[src/design/rmq_pkg.sv]
// Shared types and constants for the rotation matrix to quaternion block.
package rmq_pkg;

    // Width of every matrix element and quaternion component.
    localparam int ELEM_W = 18;
    // Width of an off-diagonal sum or difference, and of its magnitude.
    localparam int NUM_W = ELEM_W + 1;
    // Quotient bits developed by the divider; the top one flags saturation.
    localparam int QUO_W = ELEM_W;

    localparam logic signed [ELEM_W-1:0] OUT_MAX = 18'sh1FFFF;
    localparam logic signed [ELEM_W-1:0] OUT_MIN = 18'sh20000;

    // Which component comes from the square root.
    typedef logic [1:0] t_sel;
    localparam t_sel SEL_W = 2'd0;
    localparam t_sel SEL_X = 2'd1;
    localparam t_sel SEL_Y = 2'd2;
    localparam t_sel SEL_Z = 2'd3;

    typedef logic [NUM_W-1:0] t_mag;

endpackage

[src/design/rmq_div_cell.sv]
// Divider cell: develops one quotient bit in each of three lanes.
module rmq_div_cell #(
    parameter int W   = 56,
    parameter int BIT = 17,
    parameter int SQ  = 19,
    parameter int SW  = 6
) (
    input  logic                         i_clk,
    input  logic                         i_rst_n,
    input  logic                         i_en,
    input  logic                         i_valid,
    input  logic [W-1:0]                 i_div,
    input  logic [SQ-1:0]                i_root,
    input  logic [W-1:0]                 i_rem [3],
    input  logic [rmq_pkg::QUO_W-1:0]    i_quo [3],
    input  logic [SW-1:0]                i_side,
    output logic                         o_valid,
    output logic [W-1:0]                 o_div,
    output logic [SQ-1:0]                o_root,
    output logic [W-1:0]                 o_rem [3],
    output logic [rmq_pkg::QUO_W-1:0]    o_quo [3],
    output logic [SW-1:0]                o_side
);
    import rmq_pkg::*;

    logic [W-1:0]     shifted;
    logic [2:0]       ge;

    logic             r_valid;
    logic [W-1:0]     r_div;
    logic [SQ-1:0]    r_root;
    logic [W-1:0]     r_rem [3];
    logic [QUO_W-1:0] r_quo [3];
    logic [SW-1:0]    r_side;

    // Compare each remainder with the divisor at this bit weight.
    always_comb begin
        shifted = i_div << BIT;
        for (int k = 0; k < 3; k++) begin
            ge[k] = (i_rem[k] >= shifted);
        end
    end

    always_ff @(posedge i_clk) begin
        if (!i_rst_n) begin
            r_valid <= 1'b0;
        end else if (i_en) begin
            r_valid <= i_valid;
        end
    end

    always_ff @(posedge i_clk) begin
        if (i_en) begin
            r_div  <= i_div;
            r_root <= i_root;
            r_side <= i_side;
            for (int k = 0; k < 3; k++) begin
                r_rem[k] <= ge[k] ? (i_rem[k] - shifted) : i_rem[k];
                r_quo[k] <= {i_quo[k][QUO_W-2:0], ge[k]};
            end
        end
    end

    assign o_valid = r_valid;
    assign o_div   = r_div;
    assign o_root  = r_root;
    assign o_rem   = r_rem;
    assign o_quo   = r_quo;
    assign o_side  = r_side;
endmodule

[config.mk]
export PLATFORM = sky130hd
export DESIGN_NAME = rmq_div_cell
export DESIGN_NICKNAME = d
export VERILOG_FILES = /design/src/design/rmq_pkg.sv /design/src/design/rmq_div_cell.sv
export SDC_FILE = /design/constraint.sdc
export NUM_CORES = 1
export LEC_CHECK = 0
export ABC_AREA = 0
export BUFFER_PORTS_ARGS = -buffer_cell sky130_fd_sc_hd__buf_2
export CORE_AREA = 2 2 240 242
export DETAILED_ROUTE_END_ITERATION = 12
export DIE_AREA = 0 0 242 244
export SLEW_MARGIN = 20
export SYNTH_ARGS = -nofsm -noshare
export SYNTH_HDL_FRONTEND = slang
export SYNTH_SLANG_ARGS = --single-unit
[constraint.sdc]
create_clock -name i_clk -period 3.29 [get_ports i_clk]
set_input_delay 0.658 -clock i_clk [delete_from_list [all_inputs] [get_ports i_clk]]
set_output_delay 0.658 -clock i_clk [all_outputs]
set_load 0.03 [all_outputs]
==> metrics.yaml <==
die:
  die_y_um: 244
  start_util: 0.304
  die_w_um: 242
  core_area_um2: 56200
  rows: 87
  die-area_um2: 59000
  ioPinCount: 611
drt:
  drc: 0
  wl_um: 66600
  wire_per_inst_um: 20.2
  via_count: 16200
  drt-vias-per-instance: 4.93
  drtIter0Drc: 882
  ant_nets: 0
  dr.pass1.iters: 5
setup_path:
  ff2ff_path_depth: 2
  rrSetupSlack_ps: 2700
  setup.worst_path.start: "i_div[16]"
  cp_data_required_time_ps: 3600
  max_stage_delay_ps: 410
  worst_setup_path_end_kind: "register"
  crit_fanout: 26
  cp_slowest_cell: "or4_1"
  regToRegStartpoint: "o_valid$_SDFFE_PN0P_"
  worstSetupPathType: "in2reg"
  worstPathCellList: "buf_2 -> clkinvlp_4 -> ha_1 -> and4_1 -> nand3_1 -> buf_4 -> nor2_1 -> a41o_1 -> or4_1 -> a211o_1 -> nand2_2 -> buf_12 -> mux2_2"
  start_kind: "input pin"
  crit_arrival_ps: 3530
  rr_endpoint: "o_valid$_SDFFE_PN0P_"
  cp-endpoint: "o_rem[130]$_DFFE_PP_"
global_routing:
  grtUsageTotal: 0.216
  grt_pass1_vias: 16300
  grt_antenna_before_repair: 13
  grt_overflow: 0
  grt_pass1_wl_um: 97000
  grt_max_degree: 78
finish:
  drive_gt1_frac: 0.431
  diodes: 0
  final_util: 0.449
  fill_cells: 5404
  fin_nets: 2943
  final_area_um2: 25200
  fin_cells: 3299
  area_delta_synth_final_pct: 47.6
place:
  dpl.hpwl_um: 54900
  port_buffers: 607
  pre_cts_ws_ps: -671
  placed_area_um2: 23800
  place_congestion: 0.947
  place_inst: 3228
timing:
  hold_viol: 0
  slew_violations: 0
  finalCritPeriodShare: 0.979
  finalSetupViolations: 0
  timing.hold.ws_ps: 275
  slew_headroom: 0.547
  fmaxAchievable_mhz: 311
  setup-tns-final_ps: 0
  layout_setup_ws_ps: 70.2
  fin_worst_skew_ps: 0
  worstMarginPinSlew_ps: 679
  min_period_ps: 3220
cts:
  htree_levels: 2
  hold_buffers: 0
  cts_made_buffers: 37
  cts_tree: "built"
  clock-sinks: 304
  cts_root_buffer: "clkbuf_16"
  clk_pin_slew_ps: 60
  max-clock-path-buffers: 3
  insertion_delay_ps: 540
pwr:
  power.total_mw: 13.0
  leakage_nw: 11.5
  p_per_area_nw_per_um2: 516
  peakVddDrop_mv: 0.375
yosys:
  syn_area_per_cell_um2: 11.0
  syn_area_um2: 17100
  synth.distinct_cells: 75
  synth-xor-area-share: 0.0508
  synth_nets: 1978
  synthArstFlopShare: 0
  synth_mux_area_frac: 0.00718
  syn_inst: 1551
  synth_compound_area_frac: 0.170
  synth_top_family_by_area: "compound AO/OA/AOI/OAI gates"
  synthSimpleGateAreaFrac: 0.117
  synth_edf_count: 303
  synthAdderAreaFrac: 0.0892
  yosysSeqAreaShare: 0.534
  ys_seq_elements: 304
  ys_dominant_reg_cell: "edfxtp_1"
  synth_warnings: 0
job:
  maxCapViolCount: 0
outcome:
  run_status: "finished, final reports clean"
min_path:
  hp-class: "in2reg"
routing by layer:
metal	up-vias	wire, um	part of all wire	global-route usage
met3	115	4390	0.066	0.0505
met5	-	176	0.0026	0
li1	7775	-	-	-
met1	7748	26600	0.40	0.256
met2	587	33400	0.50	0.386
met4	24	2050	0.031	0.0648
logic make-up after synthesis:
kind of cell | after synthesis
compound gates | 477
simple gates | 410
flops | 304
buf+inv | 130
fa+ha+maj | 120
xor+xnor | 99
mux | 11
where the power goes:
group          leakage (nW)  internal, mW  total [mW]  switching, mW
logic                  7.98          1.55        3.98           2.43
clock network         0.593          2.45        4.16           1.71
registers              2.97          4.76        4.87          0.113
total                  11.5          8.76        13.0           4.25
state kept, by name, indices dropped and copies added, names as in the netlist:
register / flops
o_rem: 168
o_valid: 1
o_quo: 54
o_root: 19
o_div: 56
o_side: 6
layout by cell type, fill, tap and decap left out, drive strengths merged, types with 46 or more instances in the layout:
| cell type | netlist | routed |
|---|---|---|
| o21ai | 163 | 163 |
| xor2 | 49 | 49 |
| inv | 68 | 70 |
| nor2 | 60 | 60 |
| nand2 | 176 | 176 |
| ha | 117 | 117 |
| a21o | 61 | 61 |
| edfxtp | 303 | 303 |
| buf | 26 | 987 |
| a21oi | 126 | 126 |
| clkbuf | 36 | 46 |
| xnor2 | 50 | 50 |
critical path, delay by kind of cell:
family | cells | cell delay [ps]
fa+ha+maj | 1 | 400
buf+inv | 4 | 600
mux | 1 | 350
simple gates | 5 | 950
compound gates | 2 | 540
Yosys cell counts (6+ instances only):
| cell type | instances | area share |
|---|---|---|
| a31oi_1 | 13 | 0.0048 |
| a21o_1 | 61 | 0.027 |
| nor3_1 | 18 | 0.0053 |
| a211oi_1 | 17 | 0.0075 |
| o22ai_1 | 8 | 0.0029 |
| o31ai_1 | 9 | 0.0040 |
| o21a_1 | 10 | 0.0044 |
| buf_4 | 8 | 0.0035 |
| mux2_2 | 6 | 0.0040 |
| xor2_1 | 49 | 0.025 |
| ha_1 | 117 | 0.086 |
| o21ai_0 | 160 | 0.047 |
| clkbuf_1 | 36 | 0.0079 |
| inv_1 | 66 | 0.015 |
| nand2b_1 | 15 | 0.0055 |
| edfxtp_1 | 303 | 0.53 |
| xnor2_1 | 50 | 0.026 |
| a21boi_0 | 7 | 0.0031 |
| o21bai_1 | 16 | 0.0070 |
| nor4_1 | 17 | 0.0062 |
| buf_2 | 17 | 0.0050 |
| and2_1 | 8 | 0.0029 |
| and3_1 | 13 | 0.0048 |
| nand2_1 | 175 | 0.038 |
| nand4_1 | 29 | 0.011 |
| nor2_1 | 60 | 0.013 |
| or3_1 | 6 | 0.0022 |
| nand3_1 | 26 | 0.0076 |
| a21oi_1 | 125 | 0.037 |
| nor2b_1 | 15 | 0.0055 |
area by class of cell:
cell class,count,area (um2),share of cell area
Clock buffer,45,977,0.0387
Multi-Input combinational cell,1117,7620,0.302
Sequential cell,304,9120,0.362
Timing Repair Buffer,988,6050,0.240
Inverter,68,263,0.0104
Clock inverter,21,241,0.00958
Tap cell,756,946,0.0375
how the worst min path moves through the flow:
stage | slack, ps | startpoint | cells past startpoint | end
floorplan | 640 | o_valid$_SDFFE_PN0P_ | 2 | o_valid$_SDFFE_PN0P_
global placement | 490 | o_valid$_SDFFE_PN0P_ | 2 | o_valid$_SDFFE_PN0P_
detailed placement | 520 | o_valid$_SDFFE_PN0P_ | 2 | o_valid$_SDFFE_PN0P_
CTS | 230 | i_quo[6] | 1 | o_quo[7]$_DFFE_PP_
global route | 250 | i_root[10] | 1 | o_root[10]$_DFFE_PP_
finish | 270 | i_side[4] | 1 | o_side[4]$_DFFE_PP_
repair_timing:
| item | CTS | global route |
|---|---|---|
| resized for setup | 4 | 25 |
| gates cloned | 0 | 1 |
| pin swaps | 1 | 6 |
| buffers inserted | 0 | 4 |
| endpoints found under the setup margin | 5 | 42 |
No activity file was read; power rests on OpenSTA's default activity.
