===== src/design/rmq_pkg.sv =====
// Shared types and constants for the rotation matrix to quaternion block.
package rmq_pkg;

    // Width of every matrix element and quaternion component.
    localparam int ELEM_W = 18;
    // Width of an off-diagonal sum or difference, and of its magnitude.
    localparam int NUM_W = ELEM_W + 1;
    // Quotient bits developed by the divider; the top one flags saturation.
    localparam int QUO_W = ELEM_W;

    localparam logic signed [ELEM_W-1:0] OUT_MAX = 18'sh1FFFF;
    localparam logic signed [ELEM_W-1:0] OUT_MIN = 18'sh20000;

    // Which component comes from the square root.
    typedef logic [1:0] t_sel;
    localparam t_sel SEL_W = 2'd0;
    localparam t_sel SEL_X = 2'd1;
    localparam t_sel SEL_Y = 2'd2;
    localparam t_sel SEL_Z = 2'd3;

    typedef logic [NUM_W-1:0] t_mag;

endpackage


===== src/design/rmq_front.sv =====
// Input cell: picks the branch, forms the radicand and the three numerators.
module rmq_front #(
    parameter int FRAC_BITS = 16,
    parameter int RB = 22,
    parameter int NW = 38
) (
    input  logic                                  i_clk,
    input  logic                                  i_rst_n,
    input  logic                                  i_en,
    input  logic                                  i_valid,
    input  logic signed [rmq_pkg::ELEM_W-1:0]     i_a [9],
    output logic                                  o_valid,
    output logic [NW-1:0]                         o_rad,
    output rmq_pkg::t_sel                         o_sel,
    output logic                                  o_deg,
    output logic [2:0]                            o_neg,
    output rmq_pkg::t_mag                         o_mag [3]
);
    import rmq_pkg::*;

    logic signed [RB-1:0]    m [9];
    logic signed [RB-1:0]    one;
    logic signed [RB-1:0]    trace;
    logic signed [RB-1:0]    r;
    logic signed [NUM_W-1:0] n [3];
    t_sel                    sel;

    logic                    r_valid;
    logic [NW-1:0]           r_rad;
    t_sel                    r_sel;
    logic                    r_deg;
    logic [2:0]              r_neg;
    t_mag                    r_mag [3];

    // Sign-extend the elements and choose the branch.
    always_comb begin
        for (int k = 0; k < 9; k++) begin
            m[k] = RB'(i_a[k]);
        end
        one   = RB'(1) <<< FRAC_BITS;
        trace = m[0] + m[4] + m[8];
        if (trace > 0) begin
            sel  = SEL_W;
            r    = one + trace;
            n[0] = NUM_W'(i_a[7]) - NUM_W'(i_a[5]);
            n[1] = NUM_W'(i_a[2]) - NUM_W'(i_a[6]);
            n[2] = NUM_W'(i_a[3]) - NUM_W'(i_a[1]);
        end else if (m[0] > m[4] && m[0] > m[8]) begin
            sel  = SEL_X;
            r    = one + m[0] - m[4] - m[8];
            n[0] = NUM_W'(i_a[7]) - NUM_W'(i_a[5]);
            n[1] = NUM_W'(i_a[3]) + NUM_W'(i_a[1]);
            n[2] = NUM_W'(i_a[2]) + NUM_W'(i_a[6]);
        end else if (m[4] > m[8]) begin
            sel  = SEL_Y;
            r    = one - m[0] + m[4] - m[8];
            n[0] = NUM_W'(i_a[2]) - NUM_W'(i_a[6]);
            n[1] = NUM_W'(i_a[3]) + NUM_W'(i_a[1]);
            n[2] = NUM_W'(i_a[7]) + NUM_W'(i_a[5]);
        end else begin
            sel  = SEL_Z;
            r    = one - m[0] - m[4] + m[8];
            n[0] = NUM_W'(i_a[3]) - NUM_W'(i_a[1]);
            n[1] = NUM_W'(i_a[2]) + NUM_W'(i_a[6]);
            n[2] = NUM_W'(i_a[5]) + NUM_W'(i_a[7]);
        end
    end

    always_ff @(posedge i_clk) begin
        if (!i_rst_n) begin
            r_valid <= 1'b0;
        end else if (i_en) begin
            r_valid <= i_valid;
        end
    end

    // Payload: radicand scaled by one, branch select, degenerate flag, numerator signs and magnitudes.
    always_ff @(posedge i_clk) begin
        if (i_en) begin
            r_rad <= NW'(r[RB-2:0]) << FRAC_BITS;
            r_sel <= sel;
            r_deg <= (r <= 0);
            for (int k = 0; k < 3; k++) begin
                r_neg[k] <= n[k][NUM_W-1];
                r_mag[k] <= n[k][NUM_W-1] ? t_mag'(-n[k]) : t_mag'(n[k]);
            end
        end
    end

    assign o_valid = r_valid;
    assign o_rad   = r_rad;
    assign o_sel   = r_sel;
    assign o_deg   = r_deg;
    assign o_neg   = r_neg;
    assign o_mag   = r_mag;
endmodule


===== config.mk =====
export PLATFORM = sky130hd
export DESIGN_NAME = rmq_front
export DESIGN_NICKNAME = d
export VERILOG_FILES = /design/src/design/rmq_pkg.sv /design/src/design/rmq_front.sv
export SDC_FILE = /design/constraint.sdc
export NUM_CORES = 1
export LEC_CHECK = 0
export BUFFER_PORTS_ARGS = -buffer_cell sky130_fd_sc_hd__buf_2
export CAP_MARGIN = 40
export CORE_ASPECT_RATIO = 1.2
export CORE_MARGIN = 4
export CORE_UTILIZATION = 42
export CTS_CLUSTER_SIZE = 28
export DETAILED_ROUTE_END_ITERATION = 10
export PLACE_DENSITY = 0.61
export RECOVER_POWER = 100
export SYNTH_ARGS = -nofsm -noshare
export SYNTH_HDL_FRONTEND = slang
export SYNTH_SLANG_ARGS = --single-unit

===== constraint.sdc =====
create_clock -name i_clk -period 20.3 [get_ports i_clk]
set_clock_uncertainty 0.1 [all_clocks]
set_input_delay 3.045 -clock i_clk [delete_from_list [all_inputs] [get_ports i_clk]]
set_output_delay 3.045 -clock i_clk [all_outputs]
set_load 0.005 [all_outputs]

==> metrics.md <==
| Metric | Value |
|---|---|
| RSZ-0062 raised after global routing | no |
| Most common cell after layout, fill and taps aside | ha_1 |
| Synth Register Bits | 85 |
| First-pass GRT wire length | 97,500 um |
| Cells on worst reg2reg path | 2 |
| Starting Density | 42.7% |
| Hold_buf cts | 0 |
| Pleak | approximately 9.1 nW |
| Die Span X | approximately 200 um |
| XOR/XNOR Fraction of Synth Area | roughly a tenth |
| Worst-path clk slew | 60 ps |
| Worst hold-check path type | reg -> reg |
| Layout fillers | between 4,000 and 5,000 |
| Site row count | between 80 and 90 |
| RePlAce Congestion | roughly 0.95 |
| Largest family of logic cells by synthesized area | adder cells |
| Global Route Usage Sum | between 20% and 30% |
| Worst-Margin Slew | 3360 ps |
| Async SR Flop Fraction | 0% |
| Adder-Cell Fraction of Synth Area | 27.8% |
| Detailed Route Iter0 Violations | about 1,100 |
| Drt first pass iters | 5 |
| Vias per cell | 5.68 |
| Yosys warns | 0 |
| Post-CTS Setup Inserts | 0 |
| Worst Path Arrival | around 12,000 ps |
| Initial antenna violation count | 0 |
| Total power divided by cell area | approximately 80 nW/um^2 |
| EDFF count, synth | between 80 and 90 |
| Seq/Total Area, Yosys | roughly 14% |
| Average cell area after synthesis | around 8.2 um^2 |
| Complex-gate fraction of the synthesized area | 21.7% |
| Peak supply drop | 0.0503 mV |
| CP Launch Type | input port |
| Max Clk Rate | roughly 85 MHz |
| Nets | 2,979 |
| Largest net degree at the start of global routing | 65 |
| Mapped cell area | between 15,000 and 20,000 um^2 |
| Final Hold Viols | 0 |
| MaxCap Viol Count | 3 |
| Relative max-transition margin | -124% |
| Max clock buf depth | 2 |
| # resized after CTS | 0 |
| Post-Route WL | between 60,000 and 70,000 um |
| GRT overflow | 0 |
| # DRC | 0 |
| Synthesis-to-layout area growth | 10.3% |
| Synth Instances | around 2,200 |
| CORE AREA | between 40,000 and 50,000 um^2 |
| DP Cell Count | approximately 3,000 |
| Depth of the worst hold-timing path | 2 |
| Commonest non-fill, non-tap cells in the layout | ha_1, inv_1, buf_2, nor2_1, nand2_1 |
| Crit path capture type | flip-flop |
| # setup viols final | 0 |
| Port buffer count | 250 |
| Total number of vias | 17,100 |
| TritonCTS clock tree | yes |
| Final cell count without fillers | between 3,000 and 4,000 |
| Final HPWL DP | roughly 56,000 um |
| Top FF cell, synth | edfxtp_1 |
| H-tree level count | 3 |
| Fin. max-slew vios | roughly 180 |
| TNS Setup | 0 ps |
| ANT nets after route | 0 |
| N_diodes | 0 |
| CP required | slightly above 20,000 ps |
| Highest fanout seen on the critical path | 57 |
| CTS root buf | clkbuf_16 |
| Status | finished with violations |
| Post-synth cell types | 95 |
| Ratio of cells with drive above 1 in the final layout | roughly 11% |
| Clock sinks | 85 |
| WS Path Type | in -> reg |
| Die Span Y | 237 um |
| Min cycle time layout | 11,710 ps |
| Inserted Clock Buffers | 9 |
| Io pins | 268 |
| Mux share of post-synthesis cell area | a little under 4% |
| Failing checks | capacitance limit, slew limit |
| Die area | approximately 47,000 um^2 |
| WL/cell | around 21 um |
| Fin crit share | 57.7% |
| Synth Area in Simple Gates | between 15 and 20% |
| Vias in the first global route | between 15,000 and 20,000 |
| Worst-skew pair later-pin latency | 350 ps |
[cell type report]
type                       count  area [um^2]  share of cell area (%)
timing repair buffer         266         1300                    6.38
inverter                     224          841                    4.14
tap                          552          691                    3.40
clock buffer                  12          236                    1.16
clock inverter                 4         75.1                   0.369
multi-input combinational   1867        14600                    72.0
sequential                    85         2540                    12.5
[metal layers]
layer,track usage (%),wire length (um),vias to the layer above
met1,31.2,25800,8186
met3,1.50,2260,105
met2,49.7,33600,494
met4,10.4,2900,0
li1,-,-,8326
met5,0,0,-
[stage by stage]
stage / instance area (um^2) / power [W] / util [%] / worst slack [ps] / hold slack [ps]
5_1_grt: 20300 / 0.00172 / 47.2 / 7990 / 472
3_3_place_gp: 20100 / 0.00143 / 46.6 / 10430 / 389
4_1_cts: 20500 / 0.00162 / 47.5 / 10660 / 431
6_report: 20300 / 0.00160 / 47.2 / 8590 / 428
2_1_floorplan: 18500 / 0.00104 / - / 11310 / 407
3_5_place_dp: 20200 / 0.00143 / 46.8 / 10320 / 414
[where the power goes]
part | switching [W] | internal, W
logic | 0.000668 | 0.000421
clock network | 0.0000706 | 0.000108
registers | 0.0000446 | 0.000292
total | 0.000784 | 0.000821
[flip-flops by register name, indices dropped and copies added (netlist names)]
name	count
o_mag	57
o_rad	21
o_neg	3
o_sel	2
o_deg	1
o_valid	1
[worst paths after layout]
kind / from / to / slack, ps
max: i_a[0] / o_mag[29] / 8590
min: o_valid / o_valid / 430
max reg2reg: o_valid / o_valid / 19590
min reg2reg: o_valid / o_valid / 430
[cells by family (layout without fill, tap and decap cells)]
kind of cell / Yosys count / count (layout)
AO/OA/AOI/OAI: 604 / 604
adder cells (fa/ha/maj): 360 / 360
XOR/XNOR: 198 / 198
buffers and inverters: 312 / 506
AND/OR/NAND/NOR: 619 / 619
multiplexers: 69 / 69
other: 1 / 17
flip-flops: 85 / 85
[cells in the mapped netlist, types with 12 or more instances]
| cell type | number | area (um^2) |
|---|---|---|
| ha_1 | 278 | 3480 |
| inv_1 | 222 | 833 |
| nor2_1 | 179 | 672 |
| nand2_1 | 164 | 616 |
| a21oi_1 | 163 | 816 |
| xnor2_1 | 134 | 1170 |
| o21ai_0 | 112 | 561 |
| edfxtp_1 | 84 | 2520 |
| fa_1 | 82 | 1640 |
| xor2_1 | 64 | 561 |
| mux2i_1 | 54 | 541 |
| nor3_1 | 51 | 255 |
| clkbuf_1 | 38 | 143 |
| a21o_1 | 36 | 270 |
| nand3_1 | 35 | 175 |
| nor2b_1 | 34 | 213 |
| o21a_1 | 34 | 255 |
| a211oi_1 | 33 | 248 |
| nand2b_1 | 27 | 169 |
| a31oi_1 | 24 | 150 |
| buf_2 | 24 | 120 |
| o31ai_1 | 22 | 165 |
| o21bai_1 | 19 | 143 |
| buf_4 | 18 | 135 |
| nor4_1 | 18 | 113 |
| o211ai_1 | 18 | 135 |
| o31a_1 | 18 | 158 |
| and3_1 | 16 | 100 |
| mux2_2 | 14 | 158 |
| o21ai_1 | 14 | 70.1 |
| or3_1 | 14 | 87.6 |
| or2_2 | 13 | 81.3 |
| a221oi_1 | 12 | 105 |
| nand4_1 | 12 | 75.1 |
[worst max-delay path, stage by stage]
cell       delay (ps)
clkbuf_1          230
inv_1             130
fa_1              430
inv_1              60
ha_1              200
inv_1              80
fa_1              460
nand2b_1          200
a21bo_1           230
nor4_1            560
o41a_1            280
a21o_1            130
a21oi_1            70
xnor2_1           160
inv_1              90
ha_1              150
nand2_1            50
or4b_1            520
a211oi_1          340
nand4bb_4         140
o31ai_1           260
clkbuf_1         2250
mux2i_1           540
ha_1              290
nand2_1           100
nor2_1            350
a31oi_1           160
xnor2_1           160
Power figures use the tool's default switching activity.
