==> src/design/rmq_sqrt_cell.sv <==
// Square root cell: develops one root bit from two radicand bits.
module rmq_sqrt_cell #(
    parameter int SQ = 19,
    parameter int NW = 38,
    parameter int SW = 63
) (
    input  logic          i_clk,
    input  logic          i_rst_n,
    input  logic          i_en,
    input  logic          i_valid,
    input  logic [NW-1:0] i_rad,
    input  logic [SQ+1:0] i_rem,
    input  logic [SQ-1:0] i_root,
    input  logic [SW-1:0] i_side,
    output logic          o_valid,
    output logic [NW-1:0] o_rad,
    output logic [SQ+1:0] o_rem,
    output logic [SQ-1:0] o_root,
    output logic [SW-1:0] o_side
);
    logic [SQ+3:0] rem2;
    logic [SQ+3:0] trial;
    logic [SQ+3:0] diff;
    logic          ge;

    logic          r_valid;
    logic [NW-1:0] r_rad;
    logic [SQ+1:0] r_rem;
    logic [SQ-1:0] r_root;
    logic [SW-1:0] r_side;

    // Restoring step: try root*4+1 against the remainder.
    always_comb begin
        rem2  = {i_rem, i_rad[NW-1 -: 2]};
        trial = {2'b00, i_root, 2'b01};
        diff  = rem2 - trial;
        ge    = (rem2 >= trial);
    end

    always_ff @(posedge i_clk) begin
        if (!i_rst_n) begin
            r_valid <= 1'b0;
        end else if (i_en) begin
            r_valid <= i_valid;
        end
    end

    always_ff @(posedge i_clk) begin
        if (i_en) begin
            r_rad  <= i_rad << 2;
            r_rem  <= ge ? diff[SQ+1:0] : rem2[SQ+1:0];
            r_root <= {i_root[SQ-2:0], ge};
            r_side <= i_side;
        end
    end

    assign o_valid = r_valid;
    assign o_rad   = r_rad;
    assign o_rem   = r_rem;
    assign o_root  = r_root;
    assign o_side  = r_side;
endmodule

==> config.mk <==
export PLATFORM = sky130hd
export DESIGN_NAME = rmq_sqrt_cell
export DESIGN_NICKNAME = d
export VERILOG_FILES = /design/src/design/rmq_sqrt_cell.sv
export SDC_FILE = /design/constraint.sdc
export NUM_CORES = 1
export LEC_CHECK = 0
export ABC_AREA = 1
export BUFFER_PORTS_ARGS = -buffer_cell sky130_fd_sc_hd__buf_2
export CAP_MARGIN = 25
export CORE_ASPECT_RATIO = 0.8
export CORE_MARGIN = 2
export CORE_UTILIZATION = 40
export CTS_BUF_LIST = sky130_fd_sc_hd__clkbuf_4 sky130_fd_sc_hd__clkbuf_8
export CTS_CLUSTER_DIAMETER = 50
export DETAILED_ROUTE_END_ITERATION = 6
export PLACE_DENSITY = 0.68
export SLEW_MARGIN = 10
export SYNTH_ARGS = -nofsm -noshare
export SYNTH_HDL_FRONTEND = slang
export SYNTH_SLANG_ARGS = --single-unit
==> constraint.sdc <==
create_clock -name i_clk -period 4.3 [get_ports i_clk]
set_input_delay 0.645 -clock i_clk [delete_from_list [all_inputs] [get_ports i_clk]]
set_output_delay 0.645 -clock i_clk [all_outputs]
set_load 0.02 [all_outputs]
==> results of run 1 <==
==> logic make-up after synthesis <==
family,Yosys count
AO/OA/AOI/OAI,32
XOR/XNOR,9
adder cells (fa/ha/maj),21
buffers and inverters,90
flip-flops,140
other,1
AND/OR/NAND/NOR,224
==> registers in the layout, indices dropped and copies added (netlist names) <==
signal and flops:
o_rad 36, o_root 19, o_rem 21, o_side 63, o_valid 1
==> worst paths after layout <==
kind	startpoint	end	slack (ps)	cells after the start
setup / recovery	i_root[0]	o_rem[7]	2040	13
hold / removal	i_side[30]	o_side[30]	370	1
setup reg to reg	o_valid	o_valid	3660	2
hold reg to reg	o_valid	o_valid	550	2
==> power by group <==
part / switching (µW) / leakage (µW) / total (µW) / internal, µW
combinational: 421 / 0.00234 / 639 / 218
sequential: 26.2 / 0.00137 / 1670 / 1640
clock: 557 / 0.000187 / 983 / 427
==> cell type report <==
class	count	area, µm²
fill	1378	6885
sequential	140	4194
clock inverter	14	127.6
tap	210	262.8
timing repair buffer	286	1443
inverter	83	311.5
clock buffer	18	241.5
multi-input combinational	288	1599
==> worst max-delay path: stages <==
cell and delay (ps):
sky130_fd_sc_hd__buf_2 90, sky130_fd_sc_hd__inv_1 40, sky130_fd_sc_hd__ha_1 330, sky130_fd_sc_hd__nand2_1 80, sky130_fd_sc_hd__nand2_1 70, sky130_fd_sc_hd__inv_1 50, sky130_fd_sc_hd__nand2_1 100, sky130_fd_sc_hd__nand2_1 100
sky130_fd_sc_hd__nand2_2 90, sky130_fd_sc_hd__nand2_1 110, sky130_fd_sc_hd__nand4_4 440, sky130_fd_sc_hd__nand2_1 240, sky130_fd_sc_hd__o21ai_2 70
==> metrics by stage <==
step,cells,utilization,hold slack [ps],cell area [µm²]
2_1_floorplan,518,-,605.5,6188
3_3_place_gp,1007,0.5184,524.3,7810
3_5_place_dp,1007,0.5184,533.1,7810
4_1_cts,1039,0.5429,342.2,8179
5_1_grt,1039,0.5429,333.1,8179
6_report,1039,0.5429,372.8,8179
==> routing by layer <==
layer | part of all wire | routed length, µm | global-route usage
met5 | 0 | 0 | 0
met4 | 0.0059 | 93 | 0.03960
met3 | 0.080 | 1274 | 0.06247
met2 | 0.53 | 8358 | 0.3464
met1 | 0.39 | 6121 | 0.2142
==> layout by cell type (no fill, tap or decap), types with 4 or more instances in the layout <==
cell	n
sky130_fd_sc_hd__nand3b_1	6
sky130_fd_sc_hd__nand3_1	32
sky130_fd_sc_hd__o21bai_1	4
sky130_fd_sc_hd__nand2_2	10
sky130_fd_sc_hd__clkbuf_8	17
sky130_fd_sc_hd__nor2_1	21
sky130_fd_sc_hd__inv_6	6
sky130_fd_sc_hd__o21ai_2	8
sky130_fd_sc_hd__ha_1	21
sky130_fd_sc_hd__nor2_4	5
sky130_fd_sc_hd__nand2_1	133
sky130_fd_sc_hd__nand3_2	5
sky130_fd_sc_hd__buf_2	283
sky130_fd_sc_hd__xor2_1	6
sky130_fd_sc_hd__nor3_1	5
sky130_fd_sc_hd__inv_1	81
sky130_fd_sc_hd__clkinv_4	4
sky130_fd_sc_hd__a21oi_1	15
sky130_fd_sc_hd__edfxtp_1	139
==> cell usage after synthesis <==
cell,n,area (µm²)
sky130_fd_sc_hd__o21ai_2,8,70.07
sky130_fd_sc_hd__nor2_2,2,12.51
sky130_fd_sc_hd__nand3_1,32,160.2
sky130_fd_sc_hd__nor2_4,5,56.30
sky130_fd_sc_hd__nand3b_1,6,45.04
sky130_fd_sc_hd__ha_1,21,262.8
sky130_fd_sc_hd__nor3_1,5,25.02
sky130_fd_sc_hd__edfxtp_1,139,4174
sky130_fd_sc_hd__o21ai_0,3,15.01
sky130_fd_sc_hd__nor2_1,21,78.83
sky130_fd_sc_hd__buf_4,2,15.01
sky130_fd_sc_hd__xor2_1,6,52.55
sky130_fd_sc_hd__dfxtp_1,1,20.02
sky130_fd_sc_hd__nand4_4,1,21.27
sky130_fd_sc_hd__nand3_2,5,50.05
sky130_fd_sc_hd__nor3_4,1,16.27
sky130_fd_sc_hd__buf_6,3,33.78
sky130_fd_sc_hd__buf_8,1,15.01
sky130_fd_sc_hd__xnor2_1,3,26.28
sky130_fd_sc_hd__nand2_2,10,62.56
sky130_fd_sc_hd__nand2_1,133,499.2
sky130_fd_sc_hd__o21bai_1,4,30.03
sky130_fd_sc_hd__inv_1,81,304.0
sky130_fd_sc_hd__nand4_1,2,12.51
sky130_fd_sc_hd__a21oi_1,15,75.07
sky130_fd_sc_hd__and2_1,1,6.260
sky130_fd_sc_hd__inv_2,2,7.510
sky130_fd_sc_hd__a21oi_2,1,8.760
sky130_fd_sc_hd__conb_1,1,3.750
sky130_fd_sc_hd__buf_12,1,20.02
sky130_fd_sc_hd__o21ai_1,1,5.000
==> impl_metrics.yaml, run 1 <==
power:
  fin_total_pwr_uw: 3290
  vdd_drop_max_uv: 182.9
  leakagePower_uw: 0.003892
  powerDensity_mw_per_mm2: 402.2
routing:
  drc_errors: 0
  starting_drt_drc_count: 227
  drt_pre_antenna_iters: 4
  viasPerCell: 4.473
  post_drt_wl_per_cell_um: 15.25
  antenna_violating_nets_post_route: 0
  detailroute.via_count: 4647
  wirelength_mm: 15.85
grt:
  grtUsageTotal: 0.1882
  overflow: 0
  grt_start_max_net_pins: 81
  vias_in_the_first_global_route: 4520
  antenna_violations_before_repair: 0
  grt_first_pass_wirelength_mm: 23.25
clocking:
  post-cts-setup-buffers: 0
  clk_root_buffer_cell: "sky130_fd_sc_hd__clkbuf_8"
  clkSlewWorstSetupHoldPaths_ps: 90
  cts_buffers: 17
  clock-sinks: 140
  cts_resized: 0
  holdBufCountCts: 0
  max-clock-path-buffers: 2
  cts.htree.levels: 4
  clock_insertion_delay_worst_skew_ps: 430
  cts_tree: "built"
die:
  initial_utilization: 0.4105
  core_region_area_mm2: 0.01506
  floorplan.die_area_mm2: 0.01648
  fp-row-count: 40
  ioPinCount: 287
  chipHeight_um: 115.2
  dieWidth_um: 143.0
final_layout:
  final_nets: 982
  final_layout_size_suffix_gt1_frac: 0.4258
  antenna_cells: 0
  flow.area_growth_from_synthesis_pct: 32.25
synth:
  synth_compound_area_frac: 0.03298
  ys_warn_count: 0
  syn-instance-count: 517
  synthesis.area_per_instance_um2: 11.96
  synth_mux_area_frac: 0
  synth_sequential_area_ratio: 0.6781
  netlist-cell-type-count: 31
  synth-xor-area-share: 0.01275
  synth.ff_latch_count: 140
  synth-simple-area-share: 0.1691
  synth_fa_ha_area_frac: 0.04248
  synth_top_family_by_area: "simple AND/OR/NAND/NOR gates"
  syn-cell-area_mm2: 0.006185
timing:
  min_period_ps: 2264
  worst_clock_skew_ps: 0
  worst_slew_margin_rel: 0.4994
  layout_worst_path_cycle_share: 0.5265
  tightest_slew_ps: 751.0
  report.final.hold_viol_count: 0
  achievable-frequency_mhz: 441.7
  grt_setup_unrepaired: "no"
  setup_violations: 0
  report.final.slew_viol_count: 0
  fin_tns_setup_ps: 0
  final_critical_path_setup_slack_ps: 2036
run_status:
  outcome: "finished clean"
setup_path:
  worst_setup_path_end_kind: "register"
  critPathRequiredTime_ps: 4490
  crit_path_kind: "in2reg"
  worstPathMaxFanout: 30
  startpoint_type: "input port"
  worst_ep_arrival_time_ps: 2460
placed_design:
  gpl_congestion: 0.9313
  detailedPlacementHpwl_mm: 12.39
  place_ws_ps: 1529
  place.port_buffers: 284
worst_hold_path:
  hold_path_class: "in2reg"
job:
  timing.max_cap.violations: 0
(Power assumes the default switching activity.)
==> inputs of run 2 (changes only) <==
--- a/config.mk
+++ b/config.mk
@@ -14,7 +14,7 @@
 export CTS_BUF_LIST = sky130_fd_sc_hd__clkbuf_4 sky130_fd_sc_hd__clkbuf_8
 export CTS_CLUSTER_DIAMETER = 50
 export DETAILED_ROUTE_END_ITERATION = 6
-export PLACE_DENSITY = 0.68
+export PLACE_DENSITY = 0.71
 export SLEW_MARGIN = 10
 export SYNTH_ARGS = -nofsm -noshare
 export SYNTH_HDL_FRONTEND = slang
==> constraint.sdc (replaced) <==
create_clock -name i_clk -period 1.9 [get_ports i_clk]
set_input_delay 0.285 -clock i_clk [delete_from_list [all_inputs] [get_ports i_clk]]
set_output_delay 0.285 -clock i_clk [all_outputs]
set_load 0.02 [all_outputs]
==> run 2 against run 1 <==
Against the previous run:
- register-to-register slack worse by 2400 ps
- final cell count rose by 17%
- sequential share of layout area down 8.7 points
==> impl_metrics.yaml, run 2 (synthesized netlist as in run 1, its figures left out) <==
run_status:
  outcome: "finished clean"
final_layout:
  final_nets: 1154
  multi_input_area_mm2: 0.001599
  number_of_flip_flops_in_the_largest_register: 63
  postLayoutCellArea_mm2: 0.009847
  flow.area_growth_from_synthesis_pct: 59.21
  mostFrequentLayoutCells: "sky130_fd_sc_hd__buf_2 (283), sky130_fd_sc_hd__edfxtp_1 (139), sky130_fd_sc_hd__nand2_1 (133)"
  sequential_cell_area_mm2: 0.004194
  final_layout_size_suffix_gt1_frac: 0.4186
  fin_cells: 1212
  layout.cells.most_common: "sky130_fd_sc_hd__buf_2"
  fill_cells: 1170
setup_path:
  worst_ep_arrival_time_ps: 1990
  crit_path_kind: "in2reg"
  critical_path_depth: 10
  startpoint_type: "input port"
  length_in_cells_of_the_worst_reg_to_reg_path: 2
  worstPathMaxFanout: 13
  critical-path-top-delay-family: "simple AND/OR/NAND/NOR gates"
  timing.critical_path.slowest_stage_cell: "sky130_fd_sc_hd__nor3_4"
  timing.critical_path.buf_inv: 2
  critPathRequiredTime_ps: 2220
  critical_path.cell_chain: "buf_2 > ha_1 > nand2_1 > inv_1 > nand2_1 > nand2_2 > and2_1 > nor3_4 > nand3_1 > nand2_1"
  worst_setup_path_end_kind: "register"
  cp_slowest_stage_delay_ps: 520
  critPathMostFrequentCell: "sky130_fd_sc_hd__nand2_1"
clocking:
  clock-sinks: 140
  max-clock-path-buffers: 2
  cts_buffers: 17
  cts.htree.levels: 4
  cts_resized: 0
  holdBufCountCts: 100
  cts_tree: "built"
  post-cts-setup-buffers: 0
  clkSlewWorstSetupHoldPaths_ps: 80
  clk_root_buffer_cell: "sky130_fd_sc_hd__clkbuf_8"
  clock_insertion_delay_worst_skew_ps: 440
worst_hold_path:
  hold-path-cell-count: 1
  hold_path_class: "in2reg"
placed_design:
  numPlacedInstances: 1074
  place.port_buffers: 284
  detailedPlacementHpwl_mm: 13.43
  gpl_congestion: 0.9255
  detailed_place.area_mm2: 0.008363
power:
  leakagePower_uw: 0.004701
  vdd_drop_max_uv: 449.4
  sequentialPowerShare: 0.457
  power_switching_share: 0.2958
  powerDensity_mw_per_mm2: 844.3
  net-switching-power_uw: 2459
  clock_power_share: 0.321
  power_frac_comb: 0.222
  cellInternalPower_uw: 5854
routing:
  detailroute.via_count: 5453
  drt_pre_antenna_iters: 5
  viasPerCell: 4.499
  wirelength_mm: 19.68
  starting_drt_drc_count: 281
  drc_errors: 0
  antenna_violating_nets_post_route: 0
  post_drt_wl_per_cell_um: 16.23
die:
  initial_utilization: 0.4105
  ioPinCount: 287
  floorplan.die_area_mm2: 0.01648
  chipHeight_um: 115.2
  core_region_area_mm2: 0.01506
  fp-row-count: 40
  dieWidth_um: 143.0
grt:
  grt_first_pass_wirelength_mm: 28.55
  overflow: 0
  grt_start_max_net_pins: 56
  vias_in_the_first_global_route: 5307
  antenna_violations_before_repair: 2
  grtUsageTotal: 0.2341
timing:
  worst_clock_skew_ps: 0
  report.final.hold_viol_count: 0
  report.final.slew_viol_count: 0
  worst_slew_margin_rel: 0.6113
  tightest_slew_ps: 581.1
  min_period_ps: 1667
  grt_setup_unrepaired: "no"
  layout_worst_path_cycle_share: 0.8772
  achievable-frequency_mhz: 600.0
  setup_violations: 0
job:
  timing.max_cap.violations: 0
[run 2: changes by cell type in the layout (fill, tap and decap cells not counted), moves of 2 or more]
cell / delta
sky130_fd_sc_hd__dlygate4sd3_1: +105
sky130_fd_sc_hd__clkinv_4: -4
sky130_fd_sc_hd__inv_8: +2
sky130_fd_sc_hd__buf_4: +63
sky130_fd_sc_hd__bufinv_16: +3
sky130_fd_sc_hd__buf_12: +4
[run 2: final cells by class]
cell class                 instances  share of cell area
inverter                          83             0.03164
tap                              210             0.02668
clock buffer                      17             0.02376
multi-input combinational        288              0.1624
clock inverter                    15             0.01995
antenna                            1           0.0002541
timing repair buffer             458              0.3094
sequential                       140              0.4259
[run 2: power by group through the flow]
stage	Clock [µW]	Sequential [µW]	Combinational, µW
floorplan	0	4220	498
global placement	0	3840	1630
detailed placement	0	3850	1660
CTS	2700	3790	1830
global route	2870	3820	1990
finish	2670	3800	1850
[run 2: worst paths after layout]
check	start	slack, ps	end
setup / recovery	i_rem[16]	230	o_rem[11]
hold reg to reg	o_valid	570	o_valid
setup reg to reg	o_valid	1260	o_valid
hold / removal	i_root[5]	30	o_root[6]
[run 2: through the flow]
| stage | hold slack (ps) | utilization | setup TNS, ps | setup slack [ps] | total power (µW) |
|---|---|---|---|---|---|
| finish | 26.42 | 0.6537 | 0 | 233.4 | 8314 |
| global route | 2.145 | 0.6537 | 0 | 61.36 | 8680 |
| CTS | 0.1148 | 0.6502 | 0 | 224.5 | 8309 |
| detailed placement | 463.2 | 0.5552 | -4522 | -272.1 | 5509 |
| global placement | 461.4 | 0.5552 | -3800 | -217.6 | 5477 |
| floorplan | 378.5 | - | 0 | 103.8 | 4721 |
[run 2: metal layers]
layer	vias up	track usage	part of all wire
li1	2674	-	-
met1	2500	0.2766	0.40
met2	231	0.4108	0.50
met3	46	0.05706	0.064
met4	2	0.09835	0.035
met5	-	0	0.00086
==> inputs of run 3 (changes only) <==
--- a/config.mk
+++ b/config.mk
@@ -5,7 +5,6 @@
 export SDC_FILE = /design/constraint.sdc
 export NUM_CORES = 1
 export LEC_CHECK = 0
-export ABC_AREA = 1
 export BUFFER_PORTS_ARGS = -buffer_cell sky130_fd_sc_hd__buf_2
 export CAP_MARGIN = 25
 export CORE_ASPECT_RATIO = 0.8
@@ -14,7 +13,7 @@
 export CTS_BUF_LIST = sky130_fd_sc_hd__clkbuf_4 sky130_fd_sc_hd__clkbuf_8
 export CTS_CLUSTER_DIAMETER = 50
 export DETAILED_ROUTE_END_ITERATION = 6
-export PLACE_DENSITY = 0.71
+export PLACE_DENSITY = 0.73
 export SLEW_MARGIN = 10
 export SYNTH_ARGS = -nofsm -noshare
 export SYNTH_HDL_FRONTEND = slang
==> run 3 against run 2 <==
Against the previous run:
- the run now ends with negative setup slack left
- sequential power about the same
- first-iteration DRC count shrank 2.8%
- critical path depth increased by 2
- routed wire length shrank 1.7%
- count of clock-buffer cells in the layout up 2
- non-clock buffer count fell by 4
- fmax is 13% lower
- hold slack improved by 3.2 ps
- core utilization up 4.2 points
- largest cell class unchanged
==> impl_metrics.yaml, run 3 <==
run_status:
  outcome: "complete, but fails checks"
  failed_checks: "negative setup slack"
synth:
  asyncSetResetFlopFracSynth: 0
  synth_top_cells_by_area: "sky130_fd_sc_hd__edfxtp_1 (74%), sky130_fd_sc_hd__ha_1 (4.7%), sky130_fd_sc_hd__nand2_1 (2.3%), sky130_fd_sc_hd__o21ai_0 (2.2%), sky130_fd_sc_hd__xnor2_1 (2.0%)"
  synthesis.area_per_instance_um2: 16.01
  yosysTopAreaCell: "sky130_fd_sc_hd__edfxtp_1"
  synth.ff_latch_count: 140
  netlist-cell-type-count: 46
  synth_top_flop_cell: "sky130_fd_sc_hd__edfxtp_1"
  synth_sequential_area_ratio: 0.7442
  synth-edff-count: 139
  synth.top_cell.area_share: 0.7407
  syn-cell-area_mm2: 0.005635
  synth_most_common_cell: "sky130_fd_sc_hd__edfxtp_1"
  ys_warn_count: 0
  syn-instance-count: 352
  most_frequent_cells_after_synthesis: "sky130_fd_sc_hd__edfxtp_1 (139), sky130_fd_sc_hd__nand2_1 (35), sky130_fd_sc_hd__inv_1 (25), sky130_fd_sc_hd__o21ai_0 (25), sky130_fd_sc_hd__ha_1 (21)"
die:
  ioPinCount: 287
  dieWidth_um: 136.7
  core_region_area_mm2: 0.01365
  chipHeight_um: 110.2
  initial_utilization: 0.4130
  fp-row-count: 38
  floorplan.die_area_mm2: 0.01506
final_layout:
  mostFrequentLayoutCells: "sky130_fd_sc_hd__buf_2 (282), sky130_fd_sc_hd__edfxtp_1 (139), sky130_fd_sc_hd__dlygate4sd3_1 (107)"
  final_nets: 981
  fin_cells: 1008
  layout.core_utilization: 0.6955
  layout.cells.most_common: "sky130_fd_sc_hd__buf_2"
  multi_input_area_mm2: 0.001491
  final_layout_size_suffix_gt1_frac: 0.5139
  flow.area_growth_from_synthesis_pct: 68.41
  number_of_flip_flops_in_the_largest_register: 63
  fill_cells: 908
  sequential_cell_area_mm2: 0.004194
  postLayoutCellArea_mm2: 0.009490
routing:
  drt_pre_antenna_iters: 4
  starting_drt_drc_count: 273
  viasPerCell: 4.842
  detailroute.via_count: 4881
  post_drt_wl_per_cell_um: 19.19
  wirelength_mm: 19.34
  antenna_violating_nets_post_route: 0
  drc_errors: 0
setup_path:
  rrSetupSlack_ps: 1300
  startpoint_type: "input port"
  timing.critical_path.slowest_stage_cell: "sky130_fd_sc_hd__a221oi_2"
  critical_path.cell_chain: "buf_6 > inv_12 > ha_4 > a21oi_4 > o21ai_2 > a221oi_2 > nand4_1 > o21ai_4 > buf_4 > buf_12 > buf_6 > o21ai_2"
  worstPathMaxFanout: 7
  worst_ep_arrival_time_ps: 2110
  destination_of_the_worst_register_to_register_timing_path: "o_valid"
  crit_path_kind: "in2reg"
  worst_setup_path_end_kind: "register"
  cp_slowest_stage_delay_ps: 330
  critPathRequiredTime_ps: 2100
  length_in_cells_of_the_worst_reg_to_reg_path: 2
  critical_path.reg2reg.startpoint: "o_valid"
power:
  vdd_drop_max_uv: 522.4
  powerDensity_mw_per_mm2: 860.7
  leakagePower_uw: 0.004110
placed_design:
  place.port_buffers: 284
  detailed_place.area_mm2: 0.007843
  gpl_congestion: 0.8677
  numPlacedInstances: 862
  place_ws_ps: -494.2
  detailedPlacementHpwl_mm: 12.73
timing:
  report.final.hold_viol_count: 0
  layout_worst_path_cycle_share: 1.005
  grt_setup_unrepaired: "yes"
  achievable-frequency_mhz: 523.9
  min_period_ps: 1909
  final_critical_path_setup_slack_ps: -8.641
  report.final.slew_viol_count: 0
  worst_clock_skew_ps: 0
  setup_violations: 2
  fin_tns_setup_ps: -10.72
worst_hold_path:
  startpoint_of_the_lowest_slack_hold_path: "i_side[28]"
  hold-path-cell-count: 1
  endpoint_with_the_worst_hold_slack: "o_side[28]"
  hold_path_class: "in2reg"
clocking:
  cts_tree: "built"
  max-clock-path-buffers: 2
  cts.htree.levels: 4
  clk_root_buffer_cell: "sky130_fd_sc_hd__clkbuf_8"
  clock-sinks: 140
  cts_buffers: 17
  clock_insertion_delay_worst_skew_ps: 440
  clkSlewWorstSetupHoldPaths_ps: 80
grt:
  antenna_violations_before_repair: 1
  overflow: 0
  grt_start_max_net_pins: 41
  grtUsageTotal: 0.2392
  grt_first_pass_wirelength_mm: 26.10
  vias_in_the_first_global_route: 4863
job:
  timing.max_cap.violations: 0
run 3: cell count changes after synthesis, moves of 6 or more:
cell,before,now
sky130_fd_sc_hd__nor2_1,21,8
sky130_fd_sc_hd__nand3_1,32,5
sky130_fd_sc_hd__nand2_1,133,35
sky130_fd_sc_hd__nand3b_1,6,0
sky130_fd_sc_hd__nand2_2,10,1
sky130_fd_sc_hd__o21ai_0,3,25
sky130_fd_sc_hd__inv_1,81,25
sky130_fd_sc_hd__o21ai_2,8,2
sky130_fd_sc_hd__xnor2_1,3,13
run 3: per-stage QoR:
| step | power, µW | hold slack [ps] |
|---|---|---|
| 2_1_floorplan | 4744 | 383.9 |
| 3_3_place_gp | 5461 | 462.7 |
| 3_5_place_dp | 5516 | 463.1 |
| 4_1_cts | 8083 | 0.3110 |
| 5_1_grt | 8445 | 4.538 |
| 6_report | 8168 | 29.63 |
run 3: logic make-up after synthesis:
kind of cell | count (synthesis) | synth area share
DFF | 140 | 0.7442
AOI/OAI and AO/OA | 68 | 0.08682
and+or+nand+nor | 62 | 0.04818
buffers and inverters | 37 | 0.03530
adders and majority gates | 21 | 0.04662
xor gates and xnor gates | 20 | 0.03108
muxes | 3 | 0.007105
other | 1 | 0.0006654
run 3: worst max-delay path: cells and delay by family:
kind	cells	cell delay (ps)
compound gates	5	850
fa+ha+maj	1	250
buf+inv	5	520
simple gates	1	200
run 3: layout make-up:
| class | instances | area share |
|---|---|---|
| Clock buffer | 19 | 0.02624 |
| Sequential cell | 140 | 0.4419 |
| Antenna cell | 1 | 0.0002637 |
| Tap cell | 180 | 0.02373 |
| Timing Repair Buffer | 454 | 0.3235 |
| Inverter | 26 | 0.01239 |
| Clock inverter | 12 | 0.01477 |
| Multi-Input combinational cell | 176 | 0.1572 |
run 3: timing repair:
| action | CTS | global route |
|---|---|---|
| resized for setup | 0 | 23 |
| setup endpoints to repair | 0 | 21 |
| hold endpoints to repair | 105 | 2 |
| buffers inserted | 0 | 5 |
| hold buffers | 105 | 2 |
run 3: power breakdown:
part | leakage [µW] | switching (µW) | internal (µW)
Combinational | 0.00255 | 1060 | 866
Clock | 0.000190 | 1220 | 1200
Sequential | 0.00137 | 87.3 | 3730
Total | 0.00411 | 2370 | 5800
run 3: worst max-delay path by stage:
stage | to | cells past startpoint | from
2_1_floorplan | o_rem[19] | 11 | i_root[10]
3_3_place_gp | o_rem[20] | 10 | i_root[4]
3_5_place_dp | o_rem[20] | 11 | i_root[10]
4_1_cts | o_rem[20] | 10 | i_rem[11]
5_1_grt | o_rem[18] | 13 | i_root[5]
6_report | o_rem[20] | 12 | i_root[10]
run 3: per-layer routing:
metal	global-route usage	vias up	wire length, µm
met4	0.1138	0	739
li1	-	2230	-
met5	0	-	0
met3	0.07316	57	1550
met1	0.2544	2337	6878
met2	0.4357	257	10170
